$ cat config.mk
export PLATFORM = sky130hd
export DESIGN_NAME = biquad_cascade_filter
export DESIGN_NICKNAME = d
export VERILOG_FILES = /design/src/bqc_pkg.sv /design/src/bqc_ram.sv /design/src/biquad_cascade_filter.sv
export SDC_FILE = /design/constraint.sdc
export NUM_CORES = 2
export LEC_CHECK = 0
export BUFFER_PORTS_ARGS = -buffer_cell sky130_fd_sc_hd__buf_2
export CAP_MARGIN = 20
export CORE_MARGIN = 2
export CORE_UTILIZATION = 45
export CTS_CLUSTER_DIAMETER = 80
export DETAILED_ROUTE_END_ITERATION = 8
export PLACE_DENSITY = 0.73
export SLEW_MARGIN = 10
export SYNTH_ARGS = -nofsm -noshare
export SYNTH_HDL_FRONTEND = slang
export SYNTH_SLANG_ARGS = --single-unit
$ cat constraint.sdc
create_clock -name aclk -period 9.9 [get_ports aclk]
set_input_delay 0.99 -clock aclk [delete_from_list [all_inputs] [get_ports aclk]]
set_output_delay 0.99 -clock aclk [all_outputs]
set_load 0.03 [all_outputs]
$ cat src/bqc_pkg.sv
// Shared constants for the biquad cascade filter: defaults, register indexes, coefficient slots.
package bqc_pkg;

    localparam int DEF_MAX_SECTIONS = 4;
    localparam int DEF_DATA_WIDTH   = 24;
    localparam int DEF_COEF_WIDTH   = 24;

    localparam int CFG_INDEX_W = 2;
    localparam logic [CFG_INDEX_W-1:0] REG_SECTIONS = 2'd0;
    localparam logic [CFG_INDEX_W-1:0] REG_OUT_MIN  = 2'd1;
    localparam logic [CFG_INDEX_W-1:0] REG_OUT_MAX  = 2'd2;

    localparam int SECTIONS_W = 3;

    localparam int SLOT_W = 3;
    localparam logic [SLOT_W-1:0] SLOT_B0 = 3'd0;
    localparam logic [SLOT_W-1:0] SLOT_B1 = 3'd1;
    localparam logic [SLOT_W-1:0] SLOT_B2 = 3'd2;
    localparam logic [SLOT_W-1:0] SLOT_A0 = 3'd3;
    localparam logic [SLOT_W-1:0] SLOT_A1 = 3'd4;
    localparam logic [SLOT_W-1:0] SLOT_A2 = 3'd5;
    localparam logic [SLOT_W-1:0] NUM_SLOTS = 3'd6;

    // Product terms of one section, in the order they are accumulated
    localparam int TERM_W = 3;
    localparam logic [TERM_W-1:0] TERM_X0 = 3'd0;
    localparam logic [TERM_W-1:0] TERM_X1 = 3'd1;
    localparam logic [TERM_W-1:0] TERM_X2 = 3'd2;
    localparam logic [TERM_W-1:0] TERM_Y1 = 3'd3;
    localparam logic [TERM_W-1:0] TERM_Y2 = 3'd4;

    function automatic logic [SLOT_W-1:0] term_slot(input logic [TERM_W-1:0] term);
        logic [SLOT_W-1:0] slot;
        unique case (term)
            TERM_X0: slot = SLOT_B0;
            TERM_X1: slot = SLOT_B1;
            TERM_X2: slot = SLOT_B2;
            TERM_Y1: slot = SLOT_A1;
            TERM_Y2: slot = SLOT_A2;
            default: slot = SLOT_B0;
        endcase
        return slot;
    endfunction

endpackage

$ cat src/bqc_ram.sv
// Generic single-port-write, single-port-read RAM with registered read data.
module bqc_ram #(
    parameter int WIDTH = 24,
    parameter int DEPTH = 32
) (
    input  logic                     aclk,
    input  logic                     we,
    input  logic [$clog2(DEPTH)-1:0] waddr,
    input  logic [WIDTH-1:0]         wdata,
    input  logic [$clog2(DEPTH)-1:0] raddr,
    output logic [WIDTH-1:0]         rdata
);

    logic [WIDTH-1:0] mem [DEPTH];

    always_ff @(posedge aclk) begin
        if (we) begin
            mem[waddr] <= wdata;
        end
        rdata <= mem[raddr];
    end

endmodule

$ cat src/biquad_cascade_filter.sv
// Top level of the cascaded direct-form-I biquad filter with bit-serial multiply and divide.
//
// Cascade of up to MAX_SECTIONS direct-form-I biquads in fixed point (data Q12.12,
// coefficients Q4.20 at the default widths). An input request with tuser = 1 writes one
// coefficient into the coefficient RAM and returns nothing; a request with tuser = 0 filters
// one sample and returns one result with a clipped flag in tuser. All arithmetic goes
// through one shift-and-add multiplier (one multiplier bit per cycle) and one restoring
// divider (one quotient bit per cycle). Each section in use runs five products (RAM
// fetch, load, shift-add, accumulate), an a0 fetch, DVW divide steps with DVW =
// min(DATA_WIDTH + COEF_WIDTH + 1, 62), saturation and history update. One item is in
// work at a time; a finished result waits in the output register while the next request
// is taken. Coefficients must be written before the first sample; histories clear at reset.
module biquad_cascade_filter
    import bqc_pkg::*;
#(
    parameter int MAX_SECTIONS = DEF_MAX_SECTIONS,
    parameter int DATA_WIDTH   = DEF_DATA_WIDTH,
    parameter int COEF_WIDTH   = DEF_COEF_WIDTH,
    parameter int S_TDATA_W    = ((DATA_WIDTH + 2 + SLOT_W + COEF_WIDTH + 7) / 8) * 8,
    parameter int M_TDATA_W    = ((DATA_WIDTH + 7) / 8) * 8
) (
    input  logic                   aclk,
    input  logic                   aresetn,

    input  logic                   s_tvalid,
    output logic                   s_tready,
    // sample_in, coef_section, coef_slot, coef_value (lowest bit up), zero fill
    input  logic [S_TDATA_W-1:0]   s_tdata,
    // action
    input  logic                   s_tuser,

    output logic                   m_tvalid,
    input  logic                   m_tready,
    // sample_out, zero fill
    output logic [M_TDATA_W-1:0]   m_tdata,
    // clipped
    output logic                   m_tuser,

    input  logic                   cfg_valid,
    output logic                   cfg_ready,
    input  logic [CFG_INDEX_W-1:0] cfg_index,
    input  logic [DATA_WIDTH-1:0]  cfg_data
);

    localparam int DW     = DATA_WIDTH;
    localparam int CW     = COEF_WIDTH;
    localparam int PW     = DW + CW;
    localparam int EW     = (PW + 2 > 64) ? PW + 2 : 64;
    localparam int DVW    = (PW + 1 < 62) ? PW + 1 : 62;
    localparam int CNT_W  = $clog2(DVW + 1);
    localparam int SEC_W  = (MAX_SECTIONS > 1) ? $clog2(MAX_SECTIONS) : 1;
    localparam int DEPTH  = MAX_SECTIONS * 8;
    localparam int ADDR_W = $clog2(DEPTH);

    localparam logic [DW-1:0] DMAX = {1'b0, {(DW-1){1'b1}}};
    localparam logic [DW-1:0] DMIN = {1'b1, {(DW-1){1'b0}}};
    localparam logic [EW-1:0] ACC_LIM  = {{(EW-62){1'b0}}, 1'b1, {61{1'b0}}};
    localparam logic [EW-1:0] ACC_NLIM = ~ACC_LIM + 1'b1;
    localparam logic [DVW-1:0] Q_POS = {{(DVW-DW+1){1'b0}}, {(DW-1){1'b1}}};
    localparam logic [DVW-1:0] Q_NEG = {{(DVW-DW){1'b0}}, 1'b1, {(DW-1){1'b0}}};

    localparam logic [3:0] ST_IDLE  = 4'd0;
    localparam logic [3:0] ST_FETCH = 4'd1;
    localparam logic [3:0] ST_LOAD  = 4'd2;
    localparam logic [3:0] ST_MUL   = 4'd3;
    localparam logic [3:0] ST_ACC   = 4'd4;
    localparam logic [3:0] ST_FA0   = 4'd5;
    localparam logic [3:0] ST_DIVLD = 4'd6;
    localparam logic [3:0] ST_DIV   = 4'd7;
    localparam logic [3:0] ST_QSAT  = 4'd8;
    localparam logic [3:0] ST_STORE = 4'd9;

    // Input fields
    logic [DW-1:0]     in_sample;
    logic [1:0]        in_section;
    logic [SLOT_W-1:0] in_slot;
    logic [CW-1:0]     in_coef;

    assign in_sample  = s_tdata[DW-1:0];
    assign in_section = s_tdata[DW+1:DW];
    assign in_slot    = s_tdata[DW+2+SLOT_W-1:DW+2];
    assign in_coef    = s_tdata[DW+2+SLOT_W+CW-1:DW+2+SLOT_W];

    // Control and payload registers
    logic [3:0]            state_reg, state_next;
    logic [TERM_W-1:0]     term_reg, term_next;
    logic [SEC_W-1:0]      sec_reg, sec_next;
    logic [SEC_W-1:0]      last_reg, last_next;
    logic [CNT_W-1:0]      cnt_reg, cnt_next;
    logic                  mvalid_reg, mvalid_next;
    logic [SECTIONS_W-1:0] siu_reg, siu_next;
    logic [DW-1:0]         omin_reg, omin_next;
    logic [DW-1:0]         omax_reg, omax_next;

    logic [DW-1:0]         x_reg, x_next;
    logic [DW-1:0]         y_reg, y_next;
    logic [EW-1:0]         acc_reg, acc_next;
    logic [CW-1:0]         hi_reg, hi_next;
    logic [DW-1:0]         lo_reg, lo_next;
    logic [CW-1:0]         cmag_reg, cmag_next;
    logic                  psign_reg, psign_next;
    logic [CW-1:0]         rem_reg, rem_next;
    logic [DVW-1:0]        dv_reg, dv_next;
    logic                  qsign_reg, qsign_next;
    logic [DW-1:0]         mout_reg, mout_next;
    logic                  mclip_reg, mclip_next;

    logic [DW-1:0] x1_reg [MAX_SECTIONS];
    logic [DW-1:0] x2_reg [MAX_SECTIONS];
    logic [DW-1:0] y1_reg [MAX_SECTIONS];
    logic [DW-1:0] y2_reg [MAX_SECTIONS];
    logic          hist_we;

    // Coefficient RAM
    logic              ram_we;
    logic [ADDR_W-1:0] ram_waddr;
    logic [ADDR_W-1:0] ram_raddr;
    logic [CW-1:0]     ram_rdata;
    logic [SLOT_W-1:0] rd_slot;

    logic in_take;
    assign s_tready  = (state_reg == ST_IDLE);
    assign in_take   = s_tvalid && s_tready;
    assign cfg_ready = 1'b1;

    assign ram_we    = in_take && s_tuser && (32'(in_section) < MAX_SECTIONS)
                       && (in_slot < NUM_SLOTS);
    assign ram_waddr = ADDR_W'({SEC_W'(in_section), in_slot});
    assign rd_slot   = (state_reg == ST_FA0) ? SLOT_A0 : term_slot(term_reg);
    assign ram_raddr = ADDR_W'({sec_reg, rd_slot});

    bqc_ram #(
        .WIDTH (CW),
        .DEPTH (DEPTH)
    ) u_coef_ram (
        .aclk  (aclk),
        .we    (ram_we),
        .waddr (ram_waddr),
        .wdata (in_coef),
        .raddr (ram_raddr),
        .rdata (ram_rdata)
    );

    // Datapath helpers
    logic [DW-1:0]  operand;
    logic [DW-1:0]  op_mag;
    logic [CW-1:0]  coef_mag;
    logic [CW:0]    mul_sum;
    logic [EW-1:0]  pext;
    logic [EW-1:0]  acc_sum;
    logic           p_over;
    logic           sum_over;
    logic [EW-1:0]  acc_mag;
    logic [CW:0]    rem_shift;
    logic [CW:0]    rem_diff;
    logic           rem_ge;
    logic [DW-1:0]  clamped;
    logic           out_free;

    always_comb begin
        unique case (term_reg)
            TERM_X0: operand = x_reg;
            TERM_X1: operand = x1_reg[sec_reg];
            TERM_X2: operand = x2_reg[sec_reg];
            TERM_Y1: operand = y1_reg[sec_reg];
            TERM_Y2: operand = y2_reg[sec_reg];
            default: operand = x_reg;
        endcase
    end

    assign op_mag   = operand[DW-1] ? (~operand + 1'b1) : operand;
    assign coef_mag = ram_rdata[CW-1] ? (~ram_rdata + 1'b1) : ram_rdata;
    assign mul_sum  = {1'b0, hi_reg} + (lo_reg[0] ? {1'b0, cmag_reg} : {(CW+1){1'b0}});

    assign pext     = {{(EW-PW){1'b0}}, hi_reg, lo_reg};
    assign acc_sum  = psign_reg ? (acc_reg - pext) : (acc_reg + pext);
    assign p_over   = pext > ACC_LIM;
    assign sum_over = ($signed(acc_sum) > $signed(ACC_LIM))
                      || ($signed(acc_sum) < $signed(ACC_NLIM));
    assign acc_mag  = acc_reg[EW-1] ? (~acc_reg + 1'b1) : acc_reg;

    assign rem_shift = {rem_reg, dv_reg[DVW-1]};
    assign rem_diff  = rem_shift - {1'b0, cmag_reg};
    assign rem_ge    = rem_shift >= {1'b0, cmag_reg};

    always_comb begin
        if ($signed(y_reg) < $signed(omin_reg)) begin
            clamped = omin_reg;
        end else if ($signed(y_reg) > $signed(omax_reg)) begin
            clamped = omax_reg;
        end else begin
            clamped = y_reg;
        end
    end

    assign out_free = !mvalid_reg || m_tready;

    always_comb begin
        state_next  = state_reg;
        term_next   = term_reg;
        sec_next    = sec_reg;
        last_next   = last_reg;
        cnt_next    = cnt_reg;
        mvalid_next = mvalid_reg && !m_tready;
        siu_next    = siu_reg;
        omin_next   = omin_reg;
        omax_next   = omax_reg;
        x_next      = x_reg;
        y_next      = y_reg;
        acc_next    = acc_reg;
        hi_next     = hi_reg;
        lo_next     = lo_reg;
        cmag_next   = cmag_reg;
        psign_next  = psign_reg;
        rem_next    = rem_reg;
        dv_next     = dv_reg;
        qsign_next  = qsign_reg;
        mout_next   = mout_reg;
        mclip_next  = mclip_reg;
        hist_we     = 1'b0;

        if (cfg_valid) begin
            unique case (cfg_index)
                REG_SECTIONS: siu_next  = cfg_data[SECTIONS_W-1:0];
                REG_OUT_MIN:  omin_next = cfg_data;
                REG_OUT_MAX:  omax_next = cfg_data;
                default: ;
            endcase
        end

        unique case (state_reg)
            ST_IDLE: begin
                if (in_take && !s_tuser) begin
                    x_next    = in_sample;
                    sec_next  = '0;
                    term_next = TERM_X0;
                    acc_next  = '0;
                    if (32'(siu_reg) >= MAX_SECTIONS) begin
                        last_next = SEC_W'(MAX_SECTIONS - 1);
                    end else if (siu_reg == '0) begin
                        last_next = '0;
                    end else begin
                        last_next = SEC_W'(siu_reg - 1'b1);
                    end
                    state_next = ST_FETCH;
                end
            end
            ST_FETCH: begin
                state_next = ST_LOAD;
            end
            ST_LOAD: begin
                cmag_next  = coef_mag;
                lo_next    = op_mag;
                hi_next    = '0;
                // a1 and a2 enter with negated sign
                psign_next = ((term_reg >= TERM_Y1) ? ~ram_rdata[CW-1] : ram_rdata[CW-1])
                             ^ operand[DW-1];
                cnt_next   = CNT_W'(DW);
                state_next = ST_MUL;
            end
            ST_MUL: begin
                hi_next  = mul_sum[CW:1];
                lo_next  = {mul_sum[0], lo_reg[DW-1:1]};
                cnt_next = cnt_reg - 1'b1;
                if (cnt_reg == CNT_W'(1)) begin
                    state_next = ST_ACC;
                end
            end
            ST_ACC: begin
                if (p_over) begin
                    y_next     = psign_reg ? DMIN : DMAX;
                    state_next = ST_STORE;
                end else if (sum_over) begin
                    y_next     = acc_sum[EW-1] ? DMIN : DMAX;
                    state_next = ST_STORE;
                end else begin
                    acc_next = acc_sum;
                    if (term_reg == TERM_Y2) begin
                        state_next = ST_FA0;
                    end else begin
                        term_next  = term_reg + 1'b1;
                        state_next = ST_FETCH;
                    end
                end
            end
            ST_FA0: begin
                state_next = ST_DIVLD;
            end
            ST_DIVLD: begin
                if (ram_rdata == '0) begin
                    y_next     = acc_reg[EW-1] ? DMIN : DMAX;
                    state_next = ST_STORE;
                end else begin
                    cmag_next  = coef_mag;
                    qsign_next = ram_rdata[CW-1] ^ acc_reg[EW-1];
                    dv_next    = acc_mag[DVW-1:0];
                    rem_next   = '0;
                    cnt_next   = CNT_W'(DVW);
                    state_next = ST_DIV;
                end
            end
            ST_DIV: begin
                // one restoring step: quotient bit shifts in behind the dividend
                rem_next = rem_ge ? rem_diff[CW-1:0] : rem_shift[CW-1:0];
                dv_next  = {dv_reg[DVW-2:0], rem_ge};
                cnt_next = cnt_reg - 1'b1;
                if (cnt_reg == CNT_W'(1)) begin
                    state_next = ST_QSAT;
                end
            end
            ST_QSAT: begin
                if (qsign_reg) begin
                    y_next = (dv_reg > Q_NEG) ? DMIN : (~dv_reg[DW-1:0] + 1'b1);
                end else begin
                    y_next = (dv_reg > Q_POS) ? DMAX : dv_reg[DW-1:0];
                end
                state_next = ST_STORE;
            end
            ST_STORE: begin
                if (sec_reg != last_reg) begin
                    hist_we    = 1'b1;
                    sec_next   = sec_reg + 1'b1;
                    x_next     = y_reg;
                    term_next  = TERM_X0;
                    acc_next   = '0;
                    state_next = ST_FETCH;
                end else if (out_free) begin
                    // hold here until the output register is free
                    hist_we     = 1'b1;
                    mout_next   = clamped;
                    mclip_next  = (clamped != y_reg);
                    mvalid_next = 1'b1;
                    state_next  = ST_IDLE;
                end
            end
            default: state_next = ST_IDLE;
        endcase
    end

    always_ff @(posedge aclk) begin
        if (!aresetn) begin
            state_reg  <= ST_IDLE;
            term_reg   <= TERM_X0;
            sec_reg    <= '0;
            last_reg   <= '0;
            cnt_reg    <= '0;
            mvalid_reg <= 1'b0;
            siu_reg    <= SECTIONS_W'(1);
            omin_reg   <= DMIN;
            omax_reg   <= DMAX;
            for (int i = 0; i < MAX_SECTIONS; i++) begin
                x1_reg[i] <= '0;
                x2_reg[i] <= '0;
                y1_reg[i] <= '0;
                y2_reg[i] <= '0;
            end
        end else begin
            state_reg  <= state_next;
            term_reg   <= term_next;
            sec_reg    <= sec_next;
            last_reg   <= last_next;
            cnt_reg    <= cnt_next;
            mvalid_reg <= mvalid_next;
            siu_reg    <= siu_next;
            omin_reg   <= omin_next;
            omax_reg   <= omax_next;
            if (hist_we) begin
                x2_reg[sec_reg] <= x1_reg[sec_reg];
                x1_reg[sec_reg] <= x_reg;
                y2_reg[sec_reg] <= y1_reg[sec_reg];
                y1_reg[sec_reg] <= y_reg;
            end
        end
    end

    always_ff @(posedge aclk) begin
        x_reg     <= x_next;
        y_reg     <= y_next;
        acc_reg   <= acc_next;
        hi_reg    <= hi_next;
        lo_reg    <= lo_next;
        cmag_reg  <= cmag_next;
        psign_reg <= psign_next;
        rem_reg   <= rem_next;
        dv_reg    <= dv_next;
        qsign_reg <= qsign_next;
        mout_reg  <= mout_next;
        mclip_reg <= mclip_next;
    end

    assign m_tvalid = mvalid_reg;
    assign m_tdata  = M_TDATA_W'(mout_reg);
    assign m_tuser  = mclip_reg;

endmodule
==> metrics.txt <==
initial core utilization=between 40% and 50%; sequential area share after synthesis=61.1%; DRT Wirelength=197000 um; Worst Tran Pin Value=~1.2 ns; clk_lat worst skew=around 0.82 ns; total CTS buffers=158; die area=around 170000 um^2; pwr/cell area=slightly above 200 nW/um^2; total chip power=around 17 mW; Yosys reg bits=between 1500 and 2000; PortBufs=111; initial antenna violation count=21; # Max-Cap Violations=0; Cell variety after synth=slightly above 80; part of the power in combinational logic=about a fifth; crit path kind=register to register; DR WL/cell=roughly 22 um; post-route ant nets=0; Die Y=approximately 410 um; Hold WC Path Type=input pin to register; die width=about 410 um; cells on worst reg2reg path=25; Rel. slew slack=about 20%; leakage power=30.4 nW; RSZ-0062 raised after global routing=false; CTS resizes=0; Slew Limit Fails=0; postcts setup bufs=0; GRT overflow=0; clock slew at reported path FFs=roughly 0.060 ns; Reg with most FFs=u_coef_ram.mem; Core Area=roughly 160000 um^2; nets=between 6000 and 7000; Max FO, Critical Path=64; FF-to-FF setup slack=1.13 ns; HPWL after DPL=120000 um; Mapped Cells=6340; sequential share of power=45.7%; VDD IR max=around 230 uV; mean area per synthesized cell=about 12 um^2; startpoint types=register; total track usage=between 20 and 25%; Hold Vio Cnt, Final=0; Critical Path RT=~10 ns; cell row count=148; Clock Power Share=approximately 34%; hold_sp=cfg_data[23]; asr flop ratio synth=0%; final worst-path cycle share=88.6%; vias per cell=5.85; Area growth syn-to-layout=12.1%; H-tree Lvls=4; routability cong.=slightly above 0.9; Hold WS=0.420 ns; max FFs per register=about 770; Residual DRC=0; hold buffers post-CTS=0; CTS sink cnt=~1500; first-pass GRT wire length=~300000 um; Finished Layout Cells=8839; Post-synth EDFFs=1436; Int Power=~12 mW; vias in the first global route=roughly 50000; 1st-pass router iterations=8; synthesized area=around 74000 um^2; status=finished clean; Reg2Reg Capture Point=acc_reg[62]$_SDFFCE_PN0P_; Worst Setup End Kind=register; initial DRC count=~6000; Via Count=just over 50000; Clock Skew=between 0.07 and 0.08 ns; switching power of the nets=between 4 and 5 mW; Worst Hold End=omin_reg[23]$_SDFFE_PN1P_; CTS tree=done; minimum clock period=8.77 ns; worst hold path depth=3; root buf cell=clkbuf_16; arrival time worst endpoint=9.22 ns; Placed Area=slightly below 80000 um^2; Synth Flop Type=edfxtp_1; CTS max path bufs=3; largest net degree at the start of global routing=151; share of cells above drive strength 1=about a tenth; worst r2r src=lo_reg[0]$_DFFE_PP_; Ports=about 120; Fmax=114 MHz; Warnings, synthesis=0; Sw Ratio=between 20 and 30%; setup tns final=0 ns; # setup viols final=0; Design Area, Final=approximately 83000 um^2; Placed Cells=between 8000 and 9000
how the worst max path moves through the flow:
stage	from	cells past startpoint	to	slack, ns
6_report	lo_reg[0]$_DFFE_PP_	25	acc_reg[62]$_SDFFCE_PN0P_	1.13
5_1_grt	lo_reg[0]$_DFFE_PP_	24	acc_reg[52]$_SDFFCE_PN0P_	0.55
4_1_cts	lo_reg[0]$_DFFE_PP_	25	acc_reg[62]$_SDFFCE_PN0P_	1.21
3_5_place_dp	lo_reg[0]$_DFFE_PP_	25	y_reg[5]$_DFFE_PP_	1.30
3_3_place_gp	lo_reg[0]$_DFFE_PP_	25	acc_reg[49]$_SDFFCE_PN0P_	1.35
2_1_floorplan	lo_reg[0]$_DFFE_PP_	27	acc_reg[0]$_SDFFCE_PN0P_	0.60
kinds of logic (layout without fill, tap and decap cells):
| family | count (synthesis) | after routing | share of synthesized area (%) |
|---|---|---|---|
| AO/OA/AOI/OAI | 1099 | 1099 | 9.81 |
| flip-flops | 1531 | 1531 | 61.1 |
| other | 2 | 204 | 0.0102 |
| XOR/XNOR | 278 | 278 | 3.30 |
| adder cells (fa/ha/maj) | 174 | 174 | 2.98 |
| AND/OR/NAND/NOR | 2472 | 2472 | 15.4 |
| buffers and inverters | 578 | 700 | 2.96 |
| multiplexers | 206 | 206 | 4.44 |
routing by layer:
metal	up-vias	share of wire [%]	routed length, um	GRT usage, %
met5	-	0.040	78	0
met4	12	3.5	6880	8.27
met3	379	9.6	18900	4.80
met2	2395	47	92400	37.1
met1	25400	40	79200	31.2
li1	23500	-	-	-
critical path: stages (launching register included):
cell and delay [ns]:
edfxtp_1 0.54, inv_1 0.58, ha_1 0.27, nor2b_1 0.33, nand2_1 0.12, nor4_1 0.69
and3_1 0.30, and2_1 0.19, and3_1 0.48, a31oi_1 0.18, xnor2_1 0.16, ha_1 0.24
a21oi_1 0.15, o21a_1 0.23, o221ai_1 0.21, nand3b_1 0.21, and4b_1 0.26, nand4_1 0.15
or4_1 0.45, or4b_1 0.61, and4b_1 0.28, nand4_1 0.14, nor4b_2 0.71, nor2_1 0.30
a21oi_4 0.24, buf_12 0.33
power groups by stage:
stage,clock network (mW),logic [mW],registers [mW]
global placement,0,3.21,7.83
CTS,5.87,3.28,7.71
finish,5.81,3.34,7.71
floorplan,0,2.37,7.77
global route,6.12,3.66,7.74
detailed placement,0,3.25,7.84
synth_stat cells, drive strengths merged, types with 33 or more instances:
cell / number / area, um^2
xnor2: 168 / 1470
a21oi: 311 / 1560
mux4: 94 / 2120
nand4: 44 / 275
ha: 171 / 2140
nor2: 487 / 1830
a311oi: 147 / 1290
a21o: 91 / 683
o211ai: 42 / 320
a22oi: 35 / 263
mux2i: 82 / 821
nor3: 64 / 325
and3: 171 / 1070
and2: 175 / 1090
o21ai: 182 / 911
nor4: 35 / 219
xor2: 110 / 963
edfxtp: 1436 / 43100
a211oi: 43 / 323
nand2: 1061 / 3980
nand3: 244 / 1220
dfxtp: 95 / 1900
inv: 201 / 754
nor2b: 33 / 206
a31oi: 83 / 519
or3: 37 / 272
o31ai: 35 / 263
clkbuf: 355 / 1330
cell usage in the layout (no fill, tap or decap), types with 31 or more instances in the layout:
cell,count
nor4_1,34
clkbuf_16,158
xor2_1,110
conb_1,193
nor2b_1,31
nand3_1,243
clkinv_1,35
clkbuf_1,38
a211oi_1,43
buf_4,83
and3_1,171
o211ai_1,41
a31oi_1,82
o31ai_1,35
a21o_1,91
o21ai_0,174
ha_1,171
nand4_1,44
mux2i_1,82
a21oi_1,309
nor3_1,56
a311oi_1,147
a22oi_1,35
inv_1,201
buf_2,111
edfxtp_1,1436
and2_1,174
dfxtp_1,91
nor2_1,462
nand2_1,1058
mux4_2,94
xnor2_1,168
layout make-up:
class / count / area [um^2]
sequential: 1531 / 45000
antenna: 11 / 27.5
clock inverter: 86 / 872
inverter: 201 / 754
multi-input combinational: 4422 / 27600
timing repair buffer: 207 / 1430
fill: 13800 / 80100
clock buffer: 206 / 4230
tap: 2175 / 2720
per-stage QoR:
stage,util (%),worst slack [ns]
after global routing,50.8,0.554
after global placement,47.6,1.35
after floorplan,-,0.601
after detailed placement,47.6,1.30
final,50.8,1.13
after CTS,50.7,1.21
No activity file was read; power rests on OpenSTA's default activity.
